`config.mk`:
```
export PLATFORM = sky130hd
export DESIGN_NAME = ebrm_pipe_ctrl
export DESIGN_NICKNAME = d
export VERILOG_FILES = /design/src/design/ebrm_pkg.sv /design/src/design/ebrm_pipe_ctrl.sv
export VERILOG_INCLUDE_DIRS = /design/src /design/src/design
export SDC_FILE = /design/constraint.sdc
export NUM_CORES = 1
export LEC_CHECK = 0
export ABC_CLOCK_PERIOD_IN_PS = 1080
export BUFFER_PORTS_ARGS = -buffer_cell sky130_fd_sc_hd__buf_2
export CORE_AREA = 2 2 39 41
export CTS_CLUSTER_SIZE = 30
export DETAILED_ROUTE_END_ITERATION = 10
export DIE_AREA = 0 0 41 43
export PLACE_DENSITY = 0.62
export SLEW_MARGIN = 20
export SYNTH_ARGS = -nofsm -noshare
export SYNTH_HDL_FRONTEND = slang
export SYNTH_SLANG_ARGS = --single-unit
```
`constraint.sdc`:
```
create_clock -name clk_i -period 1.08 [get_ports clk_i]
set_input_delay 0 -clock clk_i [delete_from_list [all_inputs] [get_ports clk_i]]
set_output_delay 0 -clock clk_i [all_outputs]
set_load 0.005 [all_outputs]
```
`src/design/euler_angles_to_rigid_matrix_unit_defines.svh`:
```
// Assertion macros shared by the Euler pose to rigid matrix design.
// Every user must have clk_i and rst_ni in scope; no other dependencies.
`ifndef EULER_ANGLES_TO_RIGID_MATRIX_UNIT_DEFINES_SVH
`define EULER_ANGLES_TO_RIGID_MATRIX_UNIT_DEFINES_SVH

// Same-cycle implication, checked only outside reset.
`define EBRM_ASSERT_IMP(lbl, ante, cons, msg) \
  lbl: assert property (@(posedge clk_i) disable iff (!rst_ni) (ante) |-> (cons)) \
    else $error(msg);

// Next-cycle implication, checked only outside reset.
`define EBRM_ASSERT_NXT(lbl, ante, cons, msg) \
  lbl: assert property (@(posedge clk_i) disable iff (!rst_ni) (ante) |=> (cons)) \
    else $error(msg);

`endif

```
`src/design/ebrm_pkg.sv`:
```
// Shared constants and types for the Euler pose to rigid matrix pipeline.
// No dependencies; used by every module of the block.
`default_nettype none

package ebrm_pkg;

  localparam int unsigned DEF_SINE_TABLE_ENTRIES = 1024;
  localparam int unsigned DEF_COEF_WIDTH         = 16;

  localparam int TRANS_WIDTH = 32;
  localparam int ANGLE_WIDTH = 16;
  localparam int ENTRY_WIDTH = 16;
  localparam int ENTRY_FRAC  = 14;
  localparam int ENTRY_ONE   = 16384;

  // Register stages of the angle front end and of the matrix back end.
  localparam int ANGLE_STAGES  = 7;
  localparam int MATRIX_STAGES = 3;
  localparam int PIPE_DEPTH    = ANGLE_STAGES + MATRIX_STAGES;

  // Load enables per stage; packed so that bit k is stage k overall.
  typedef struct packed {
    logic [MATRIX_STAGES-1:0] matrix;
    logic [ANGLE_STAGES-1:0]  angle;
  } stage_en_t;

endpackage

`default_nettype wire

```
`src/design/ebrm_pipe_ctrl.sv`:
```
// Valid bits and per-stage load enables of the pipeline.
// Depends on ebrm_pkg and the assertion macro header.
`default_nettype none
`include "euler_angles_to_rigid_matrix_unit_defines.svh"

module ebrm_pipe_ctrl (
  input  logic                clk_i,
  input  logic                rst_ni,
  input  logic                in_valid_i,
  output logic                in_ready_o,
  output logic                out_valid_o,
  input  logic                out_ready_i,
  output ebrm_pkg::stage_en_t en_o
);

  localparam int Depth = ebrm_pkg::PIPE_DEPTH;

  logic [Depth-1:0] valid_q, valid_d;
  logic [Depth-1:0] en;

  // A stage may load when it is empty or when the stage after it moves on,
  // so bubbles are squeezed out while the output is stalled.
  always_comb begin
    en[Depth-1] = !valid_q[Depth-1] || out_ready_i;
    for (int k = Depth - 2; k >= 0; k--) begin
      en[k] = !valid_q[k] || en[k+1];
    end
  end

  always_comb begin
    valid_d[0] = en[0] ? in_valid_i : valid_q[0];
    for (int k = 1; k < Depth; k++) begin
      valid_d[k] = en[k] ? valid_q[k-1] : valid_q[k];
    end
  end

  always_ff @(posedge clk_i or negedge rst_ni) begin
    if (!rst_ni) begin
      valid_q <= '0;
    end else begin
      valid_q <= valid_d;
    end
  end

  assign in_ready_o  = en[0];
  assign out_valid_o = valid_q[Depth-1];
  assign en_o        = ebrm_pkg::stage_en_t'(en);

  `EBRM_ASSERT_IMP(a_full_when_blocked, !in_ready_o, &valid_q,
                   "input blocked although the pipeline has a free stage")
  `EBRM_ASSERT_IMP(a_accept_enters, $past(rst_ni) && $past(in_valid_i && in_ready_o),
                   valid_q[0], "accepted transaction did not enter the first stage")
  `EBRM_ASSERT_IMP(a_items_conserved, $past(rst_ni),
                   $countones(valid_q) == $past($countones(valid_q))
                   + int'($past(in_valid_i && in_ready_o))
                   - int'($past(out_valid_o && out_ready_i)),
                   "transaction lost or duplicated inside the pipeline")

endmodule

`default_nettype wire

```
# Word level (Yosys, flattened, before mapping)
# Cells that the tools add are included.
word_totals:
  register_bits: 10
  input_bits: 4
  wordCells: 30
op_classes:
  reduce_logical: 20
ops:
  columns: ["cell", "n"]
  rows:
  - ["$logic_not A1 Y1", 10]
  - ["$logic_or A1 B1 Y1", 10]

# Depth between registers and ports, before layout
# Gate-level depths: netlist of run 1.
logic_depth:
  depth_word: 11
  ltp_mapped: 5
  depth_no_buf: 2

# Least setup slack after synthesis of run 1
# No wires, ideal clock.
synth_timing:
  kind: "register to register"
  startpoint: "register valid_q[9]"
  endpoint: "register valid_q[6]"
  setup_time_ps: 118
  arrival_time_ps: 979
  t_required_ps: 962
  slack_ps: -17
  stages_incl_launch_ff: 5
  n_path_buf: 2
  path_cell_list: "dfrtp_1 > and4b_1 > buf_6 > buf_6 > a21o_1"
synth_via:
  elab_chain_len: 5
synth_lines:
  columns: ["item", "line", "text"]
  rows:
  - ["from (decl)", "ebrm_pipe_ctrl.sv:18", "logic [Depth-1:0] valid_q, valid_d;"]
  - ["from (signal assigned)", "ebrm_pipe_ctrl.sv:41", "valid_q <= valid_d;"]
  - ["$logic_not A1 Y1", "ebrm_pipe_ctrl.sv:24", "en[Depth-1] = !valid_q[Depth-1] || out_ready_i;"]
  - ["$logic_or A1 B1 Y1", "ebrm_pipe_ctrl.sv:24", null]
  - ["$logic_or A1 B1 Y1 (3 in series)", "ebrm_pipe_ctrl.sv:26", "en[k] = !valid_q[k] || en[k+1];"]
# Every way passes these cells.
# A chain may end at the register's enable or synchronous reset.

# Final worst setup path of run 1
layout_timing:
  startpoint: "register valid_q[8]"
  endpoint: "output in_ready_o"
layout_via:
  elab_chain_len: 10
layout_lines:
  columns: ["item", "line", "text"]
  rows:
  - ["$logic_not A1 Y1", "ebrm_pipe_ctrl.sv:26", null]
  - ["$logic_or A1 B1 Y1 (9 in series)", "ebrm_pipe_ctrl.sv:26", null]
  - ["to (decl)", "ebrm_pipe_ctrl.sv:10", "output logic in_ready_o,"]
# Every way passes these cells.

==> results.tsv, run 1 <==
metric	value	unit
swShare	30.1	%
yosysMostFrequentCell	dfrtp_1	
num_vias	398	
clock_skew	3.77	ps
p_int	772	uW
finalMaxSlewViolations	0	
overflow	0	
clock_sinks	10	
synthTopCellsByArea	dfrtp_1, buf_6, nand2b_1	
combPwrFrac	34.4	%
drv_cap	0	
power_frac_clock	22.5	%
drc	0	
via_per_inst	5.17	
finalHoldViolations	0	
largest_reg_flops	10	
die_width	41	um
synth_commonest_cells	dfrtp_1, buf_6, nand2b_1, nand3_1	
cts_buffer_depth	2	
cts_tree	done	
crit_start	valid_q[8]	
die_h	43	um
rr_worst_depth	3	
fmax	0.852	GHz
final_layout_size_suffix_gt1_share	50.8	%
numCtsBuffers	3	
crit_fanout	8	
routed_wl	932	um
grt_pass1_wl	1740	um
violations	negative setup slack	
cp-end-kind	primary output	
finalSetupViolCount	13	
r2r-end	valid_q[0]	
r2r_setup_slack	-40	ps
grt_max_degree	11	
synth_cell_types	18	
grt_setup_unrepaired	yes	
status	finished with violations	
hold_class	primary input to register	
htreeDepth	1	
cp_slowest_stage_delay	380	ps
yosysSeqAreaShare	55.6	%
peakVddDrop	735	uV
drt_iter0_drc	1	
syn_area	450	um^2
syn_nets	41	
worstMarginPinSlew	226	ps
synth_top_area_share	55.6	%
worstPathCellList	and4b_4, nand3_1, buf_2	
path_clk_slew	60	ps
synthCells	37	
path_class	register to primary output	
top_register	valid_q	
firstDrtPassIters	2	
cp-start-kind	register	
clk_latency	260	ps
grt_usage	15.3	%
first_global_vias	407	
yosysTopAreaCell	dfrtp_1	
die-area	0.00176	mm^2
antenna_found_initial	0	
crit_arrival	1170	ps
power.leakage	0.000281	uW
io_buffers	15	
stdcell_area	624	um^2
fp.coreArea	0.00138	mm^2
yosysWarnings	0	
row_count	14	
period_share	109	%
hpwlAfterDp	619	um
syn2layout_area_growth	38.6	%
power_density	1770	mW/mm^2
wl_per_cell	12.1	um
timing.slew.headroom	84.9	%
crit_path_end	in_ready_o	
initial_core_util	32.5	%
globalplace.congestion	0.726	
seqPwrFrac	43.1	%
power_switching	333	uW
ant_nets	0	
finalCriticalPeriod	1170	ps
async_flop_share	100	%
worst_slack	-94.3	ps
layout.nets	67	
synthFlopType	dfrtp_1	
critical_path_required	1080	ps
tns	-736	ps
num_io_pins	16	
synth_edf_count	0	
n_antenna_cell	0	
cp_slowest_cell	dfrtp_1	
synth-seq-cells	10	
syn_area_per_cell	12.2	um^2
place_area	542	um^2
rr_startpoint	valid_q[8]	
reg_top3	valid_q x10	
cts_root_buf	clkbuf_4	
[worst max-delay path: cells and delay by family (launching register included)]
family / cells / cell delay (ps)
buf+inv: 1 / 130
flops: 1 / 380
simple gates: 2 / 400
[power by group through the flow]
stage                     logic, uW  registers (uW)  clock network [uW]
final                           380             476                 248
after global routing            429             486                 279
after CTS                       382             476                 264
after detailed placement        308             473                   0
after global placement          306             471                   0
after floorplan                 197             489                   0
[layer usage]
| metal | GRT usage (%) | vias to the layer above | share of wire (%) |
|---|---|---|---|
| met4 | 12.0 | 0 | 3.1 |
| met2 | 20.9 | 15 | 44 |
| met3 | 3.14 | 3 | 6.4 |
| met5 | 0 | - | 0 |
| met1 | 20.1 | 192 | 47 |
| li1 | - | 188 | - |
[kinds of logic after synthesis]
family          share of synthesized area [%]
compound gates                           13.9
simple gates                             20.6
flops                                    55.6
buf+inv                                  10.0
[final cells by class]
type / instances / area (um^2)
clock buffer: 3 / 22.5
timing repair buffer: 24 / 155
inverter: 1 / 3.75
multi-input combinational: 23 / 173
tap: 16 / 20.0
sequential: 10 / 250
fill: 131 / 759
[cells in the final DEF, fill, tap and decap left out]
| master | n |
|---|---|
| and4b_2 | 1 |
| a21o_1 | 2 |
| buf_2 | 15 |
| inv_1 | 1 |
| a41o_2 | 1 |
| nand2_1 | 2 |
| nand3_1 | 3 |
| and4_4 | 1 |
| dlygate4sd3_1 | 2 |
| nand3b_1 | 1 |
| and4b_4 | 1 |
| buf_6 | 2 |
| nand4_1 | 2 |
| a41o_1 | 1 |
| and3_1 | 1 |
| dfrtp_1 | 10 |
| a31o_2 | 2 |
| buf_4 | 5 |
| a31o_1 | 1 |
| clkbuf_4 | 3 |
| or2_1 | 1 |
| nand2b_1 | 3 |
[through the flow]
stage	util (%)	setup slack (ps)	hold slack [ps]	power [uW]	cells
after floorplan	-	-9.18	-296	686	37
after global placement	39.2	-103	-130	777	69
after detailed placement	39.2	-118	-132	781	69
after CTS	45.1	-111	66.8	1120	77
after global routing	45.1	-172	81.3	1190	77
final	45.1	-94.3	72.6	1100	77
[how the worst min path moves through the flow]
stage	to	cells past startpoint	startpoint
5_1_grt	valid_q[9]	3	out_ready_i
2_1_floorplan	valid_q[0]	0	rst_ni
3_3_place_gp	valid_q[6]	1	rst_ni
4_1_cts	valid_q[9]	3	out_ready_i
6_report	valid_q[9]	3	out_ready_i
3_5_place_dp	valid_q[6]	1	rst_ni
[what timing repair did]
action,4_1_cts,5_1_grt
buffers inserted,2,0
gates resized for setup,6,0
gates cloned,1,0
hold buffers,2,0
pin swaps,8,2
hold endpoints to repair,11,0
endpoints found under the setup margin,17,16
Note: power is estimated with default switching activity, not from simulation.
==> run 2, diff against run 1 <==
--- a/config.mk
+++ b/config.mk
@@ -6,13 +6,14 @@
 export SDC_FILE = /design/constraint.sdc
 export NUM_CORES = 1
 export LEC_CHECK = 0
+export ABC_AREA = 1
 export ABC_CLOCK_PERIOD_IN_PS = 1080
 export BUFFER_PORTS_ARGS = -buffer_cell sky130_fd_sc_hd__buf_2
 export CORE_AREA = 2 2 39 41
 export CTS_CLUSTER_SIZE = 30
 export DETAILED_ROUTE_END_ITERATION = 10
 export DIE_AREA = 0 0 41 43
-export PLACE_DENSITY = 0.62
+export PLACE_DENSITY = 0.61
 export SLEW_MARGIN = 20
 export SYNTH_ARGS = -nofsm -noshare
 export SYNTH_HDL_FRONTEND = slang
==> run 2 against run 1 <==
Net effect: the run still ends with negative setup slack left; setup slack got worse by 210 ps; power increased by 14%; utilization increased by 0.90 points; final area increased by 2.0%; critical endpoint is now en_o[0].
==> results.tsv, run 2 <==
metric	value	unit	change
globalplace.congestion	0.679		-6.6%
final_cell_mix	buf_2, inv_1, nand2_1		
yosysMostFrequentCell	inv_1		
power.leakage	0.000331	uW	+18%
row_count	14		unchanged
yosysTopAreaCell	dfrtp_1		
cts_tree	done		
clock_skew	0.411	ps	-3.36 ps
fmax	0.721	GHz	-15%
grt_max_degree	11		unchanged
yosysWarnings	0		unchanged
finalHoldWorstSlack	9.91	ps	-62.7 ps
rr_worst_depth	6		+3
via_per_inst	4.15		-20%
worst_slack	-306	ps	-212 ps
synth_edf_count	0		unchanged
async_flop_share	100	%	unchanged
r2r_setup_slack	-80	ps	-40 ps
drv_cap	0		unchanged
drt_iter0_drc	6		+5
synthFlopType	dfrtp_1		
violations	negative setup slack		
hold_class	primary input to register		
power_density	1980	mW/mm^2	+12%
timing.slew.headroom	84.6	%	-0.32 points
dpl.cell_count	75		+8.7%
critical_path_required	1080	ps	about the same
status	finished with violations		
final_layout_size_suffix_gt1_share	50.0	%	-0.82 points
overflow	0		unchanged
layout_commonest_cell	buf_2		
cts_buffer_depth	2		unchanged
period_share	128	%	+20 points
die_h	43	um	unchanged
peakVddDrop	927	uV	+26%
yosysSeqAreaShare	57.3	%	+1.8 points
worstMarginPinSlew	231	ps	+4.78 ps
ant_nets	0		unchanged
wl_per_cell	9.23	um	-24%
finalCriticalPeriod	1390	ps	+212 ps
syn_area	437	um^2	-3.1%
min_to	valid_q[9]		
finalNonFillerCells	84		+9.1%
cp-end-kind	primary output		
r2r-end	valid_q[6]		
firstDrtPassIters	4		+2
htreeDepth	1		unchanged
finalHoldViolations	0		unchanged
clk_latency	260	ps	about the same
path_clk_slew	60	ps	about the same
clock_sinks	10		unchanged
synthTopCellsByArea	dfrtp_1, inv_1, nand2_1		
cts_root_buf	clkbuf_4		
hold_depth	4		+1
fp.coreArea	0.00138	mm^2	unchanged
syn_nets	47		+15%
grt_usage	10.1	%	-5.2 points
min-delay-start	out_ready_i		
synthCells	43		+16%
synth_top_area_share	57.3	%	+1.8 points
synth_commonest_cells	inv_1, nand2_1, dfrtp_1		
synth-seq-cells	10		unchanged
first_global_vias	301		-26%
crit_fanout	5		-3
grt_pass1_wl	1120	um	-35%
num_vias	349		-12%
final_core_util	46.0	%	+0.90 points
finalMaxSlewViolations	0		unchanged
antenna_found_initial	0		unchanged
top_register	valid_q		
largest_reg_flops	10		unchanged
io_buffers	15		unchanged
initial_core_util	31.6	%	-0.99 points
syn_area_per_cell	10.2	um^2	-17%
num_io_pins	16		unchanged
syn2layout_area_growth	45.8	%	
crit_arrival	1390	ps	+220 ps
die_width	41	um	unchanged
drc	0		unchanged
finalSetupViolCount	13		unchanged
synth_cell_types	10		-8
numCtsBuffers	3		unchanged
die-area	0.00176	mm^2	unchanged
hpwlAfterDp	570	um	-8.0%
n_antenna_cell	0		unchanged
rr_startpoint	valid_q[8]		
cp-start-kind	register		
grt_setup_unrepaired	yes		
layout.nets	73		+9.0%
reg_top3	valid_q x10		
routed_wl	775	um	-17%
path_class	register to primary output		
-- run 2: changes by cell type after synthesis, moves of 3 or more --
| cell | previous run | this run |
|---|---|---|
| inv_1 | 1 | 12 |
| nand2_1 | 2 | 11 |
| buf_6 | 3 | 0 |
| nand2b_1 | 3 | 0 |
| nand3_1 | 3 | 0 |
-- run 2: worst max-delay path, cell delays in order, from the launching register on --
cell     delay [ps]
dfrtp_1         380
nand3_2         110
nor2_4          130
nand4_4         100
nor2_4          170
nand4_4         100
buf_2           140
-- run 2: per-layer routing --
layer  GRT usage (%)  share of wire, %  wire length (um)  vias to the layer above
li1                -                 -                 -                      173
met1            10.8                40               309                      160
met2            15.3                52               400                       14
met3            3.14               6.5                50                        2
met4            8.00               1.8                14                        0
met5               0                 0                 0                        -
-- run 2: stage by stage --
| stage | worst slack [ps] | TNS, ps | cell area (um^2) | power (uW) |
|---|---|---|---|---|
| after floorplan | -61.4 | -119 | 437 | 728 |
| after global placement | -9.28 | -18.4 | 539 | 865 |
| after detailed placement | -59.5 | -250 | 539 | 873 |
| after CTS | -335 | -2180 | 606 | 1230 |
| after global routing | -409 | -3730 | 637 | 1360 |
| final | -306 | -2440 | 637 | 1260 |
-- run 2: logic make-up after synthesis --
kind of cell	count (synthesis)	share of synthesized area, %
flip-flops	10	57.3
buffers and inverters	13	12.0
AND/OR/NAND/NOR	20	30.7
-- run 2: final cells by class --
| cell class | count | area (um^2) |
|---|---|---|
| Timing Repair Buffer | 22 | 133 |
| Sequential cell | 10 | 250 |
| Inverter | 12 | 47.5 |
| Fill cell | 142 | 747 |
| Clock buffer | 4 | 36.3 |
| Tap cell | 16 | 20.0 |
| Multi-Input combinational cell | 20 | 150 |
-- run 2: how the worst max path moves through the flow --
stage | start | end | slack, ps | depth (start not counted)
3_3_place_gp | valid_q[9] | en_o[0] | -9 | 6
4_1_cts | valid_q[8] | en_o[0] | -340 | 6
6_report | valid_q[8] | en_o[0] | -310 | 6
5_1_grt | valid_q[8] | en_o[0] | -410 | 6
2_1_floorplan | valid_q[9] | en_o[0] | -60 | 6
3_5_place_dp | valid_q[8] | en_o[0] | -60 | 6
-- run 2: timing repair --
item,in CTS,in global routing
resized for setup,1,4
hold buffers,2,0
pin swaps,1,1
setup buffers,1,2
endpoints found under the hold margin,11,0
setup endpoints to repair,15,15
-- run 2: where the power goes --
| group | internal [uW] | switching, uW |
|---|---|---|
| clock | 205 | 129 |
| combinational | 201 | 205 |
| sequential | 452 | 70.1 |
==> run 3, diff against run 2 <==
--- a/config.mk
+++ b/config.mk
@@ -10,6 +10,7 @@
 export ABC_CLOCK_PERIOD_IN_PS = 1080
 export BUFFER_PORTS_ARGS = -buffer_cell sky130_fd_sc_hd__buf_2
 export CORE_AREA = 2 2 39 41
+export CTS_BUF_LIST = sky130_fd_sc_hd__clkbuf_8 sky130_fd_sc_hd__clkbuf_16
 export CTS_CLUSTER_SIZE = 30
 export DETAILED_ROUTE_END_ITERATION = 10
 export DIE_AREA = 0 0 41 43
==> run 3 against run 2 <==
Net effect: sequential cell count is the same; power up 11%; highest routed layer unchanged; count of clock-buffer cells in the layout unchanged; the flow still finishes with violations (negative setup slack); hold slack better by 36 ps; fmax is 2.5% higher; critical path type unchanged; clock power increased by 39%; die area did not move.
==> results.tsv, run 3 (synthesis gave the netlist of run 2 again) <==
metric	value	unit	change
die-area	0.00176	mm^2	unchanged
finalMaxSlewViolations	0		unchanged
power_switching	420	uW	+3.9%
tns	-2100	ps	+340 ps
reg_top3	valid_q x10		
drc	0		unchanged
top_register	valid_q		
r2r_setup_slack	-70	ps	about the same
crit_arrival	1350	ps	-40 ps
grt_pass1_wl	1160	um	+3.1%
power_density	2130	mW/mm^2	+7.3%
clock_sinks	10		unchanged
routed_wl	799	um	+3.1%
num_vias	348		-0.29%
io_buffers	15		unchanged
wl_per_cell	9.51	um	+3.1%
r2r-end	valid_q[6]		
final_layout_size_suffix_gt1_share	50.0	%	unchanged
rr_startpoint	valid_q[8]		
place_area	539	um^2	unchanged
combPwrFrac	29.2	%	-3.0 points
timing.slew.headroom	84.5	%	-0.085 points
cts_buffer_depth	2		unchanged
grt_max_degree	11		unchanged
cts_root_buf	clkbuf_8		
clk_latency	240	ps	-20 ps
violations	negative setup slack		
drt_iter0_drc	5		-1
path_class	register to primary output		
cts_tree	done		
power.leakage	0.000339	uW	+2.3%
firstDrtPassIters	5		+1
overflow	0		unchanged
seqPwrFrac	37.5	%	-3.9 points
clock_skew	4.00	ps	+3.59 ps
die_h	43	um	unchanged
cp-end-kind	primary output		
peakVddDrop	952	uV	+2.7%
grt_setup_unrepaired	yes		
largest_reg_flops	10		unchanged
critical_path_required	1080	ps	about the same
grt_usage	11.1	%	+1.0 points
syn2layout_area_growth	50.1	%	
worstMarginPinSlew	233	ps	+1.28 ps
first_global_vias	306		+1.7%
final_core_util	47.4	%	+1.4 points
finalSetupViolCount	13		unchanged
numCtsBuffers	3		unchanged
final_cell_mix	buf_2, inv_1, nand2_1		
rr_worst_depth	6		unchanged
swShare	30.1	%	-1.9 points
p_int	975	uW	+14%
finalHoldViolations	0		unchanged
period_share	125	%	-3.2 points
power_frac_clock	33.3	%	+6.8 points
stdcell_area	656	um^2	+2.9%
globalplace.congestion	0.679		unchanged
crit_fanout	5		unchanged
hpwlAfterDp	570	um	unchanged
drv_cap	0		unchanged
htreeDepth	1		unchanged
crit_path_end	en_o[0]		
worst_slack	-272	ps	+34.4 ps
fmax	0.740	GHz	+2.5%
row_count	14		unchanged
antenna_found_initial	0		unchanged
n_antenna_cell	0		unchanged
layout.nets	73		unchanged
via_per_inst	4.14		-0.29%
cp-start-kind	register		
path_clk_slew	40	ps	-20 ps
fp.coreArea	0.00138	mm^2	unchanged
layout_commonest_cell	buf_2		
hold_class	primary input to register		
initial_core_util	31.6	%	unchanged
crit_start	valid_q[8]		
status	finished with violations		
num_io_pins	16		unchanged
finalHoldWorstSlack	45.8	ps	+35.9 ps
finalCriticalPeriod	1350	ps	-34.4 ps
die_width	41	um	unchanged
ant_nets	0		unchanged
## run 3: power by group through the flow
| stage | Clock [uW] | Combinational [uW] | Sequential, uW |
|---|---|---|---|
| 3_5_place_dp | 0 | 348 | 525 |
| 2_1_floorplan | 0 | 211 | 516 |
| 4_1_cts | 482 | 366 | 519 |
| 5_1_grt | 503 | 461 | 529 |
| 3_3_place_gp | 0 | 342 | 523 |
| 6_report | 464 | 407 | 523 |
## run 3: what timing repair did
action | 4_1_cts | 5_1_grt
buffers inserted | 1 | 2
hold endpoints to repair | 11 | 0
endpoints found under the setup margin | 14 | 15
hold buffers | 2 | 0
cloned | 0 | 0
resized for setup | 1 | 4
pin swaps | 1 | 1
## run 3: worst min path at each step
stage	cells past startpoint	to	from	slack (ps)
detailed placement	1	valid_q[7]	rst_ni	-130
global placement	1	valid_q[7]	rst_ni	-130
global route	4	valid_q[9]	out_ready_i	80
floorplan	0	valid_q[0]	rst_ni	-300
CTS	4	valid_q[9]	out_ready_i	40
finish	4	valid_q[9]	out_ready_i	50
## run 3: critical path, stage by stage, from the launching register on
cell and delay, ps:
dfrtp_1 370, nand3_2 110, nor2_4 130, nand4_4 100, nor2_4 170, nand4_4 100, buf_2 140
## run 3: stage by stage
stage	power, uW	worst slack [ps]	instances
2_1_floorplan	728	-61.4	43
3_3_place_gp	865	-9.28	75
3_5_place_dp	873	-59.5	75
4_1_cts	1370	-296	82
5_1_grt	1490	-361	84
6_report	1390	-272	84
## run 3: area by class of cell
type | instances | area [um^2]
Inverter | 12 | 47.5
Timing Repair Buffer | 22 | 133
Clock buffer | 4 | 55.1
Tap cell | 16 | 20.0
Sequential cell | 10 | 250
Multi-Input combinational cell | 20 | 150
Fill cell | 139 | 728
## run 3: metal layers
| metal | vias up | GRT usage (%) | wire length (um) |
|---|---|---|---|
| li1 | 174 | - | - |
| met1 | 161 | 11.1 | 364 |
| met2 | 11 | 15.3 | 375 |
| met3 | 2 | 3.14 | 38 |
| met4 | 0 | 14.0 | 21 |
| met5 | - | 0 | 0 |
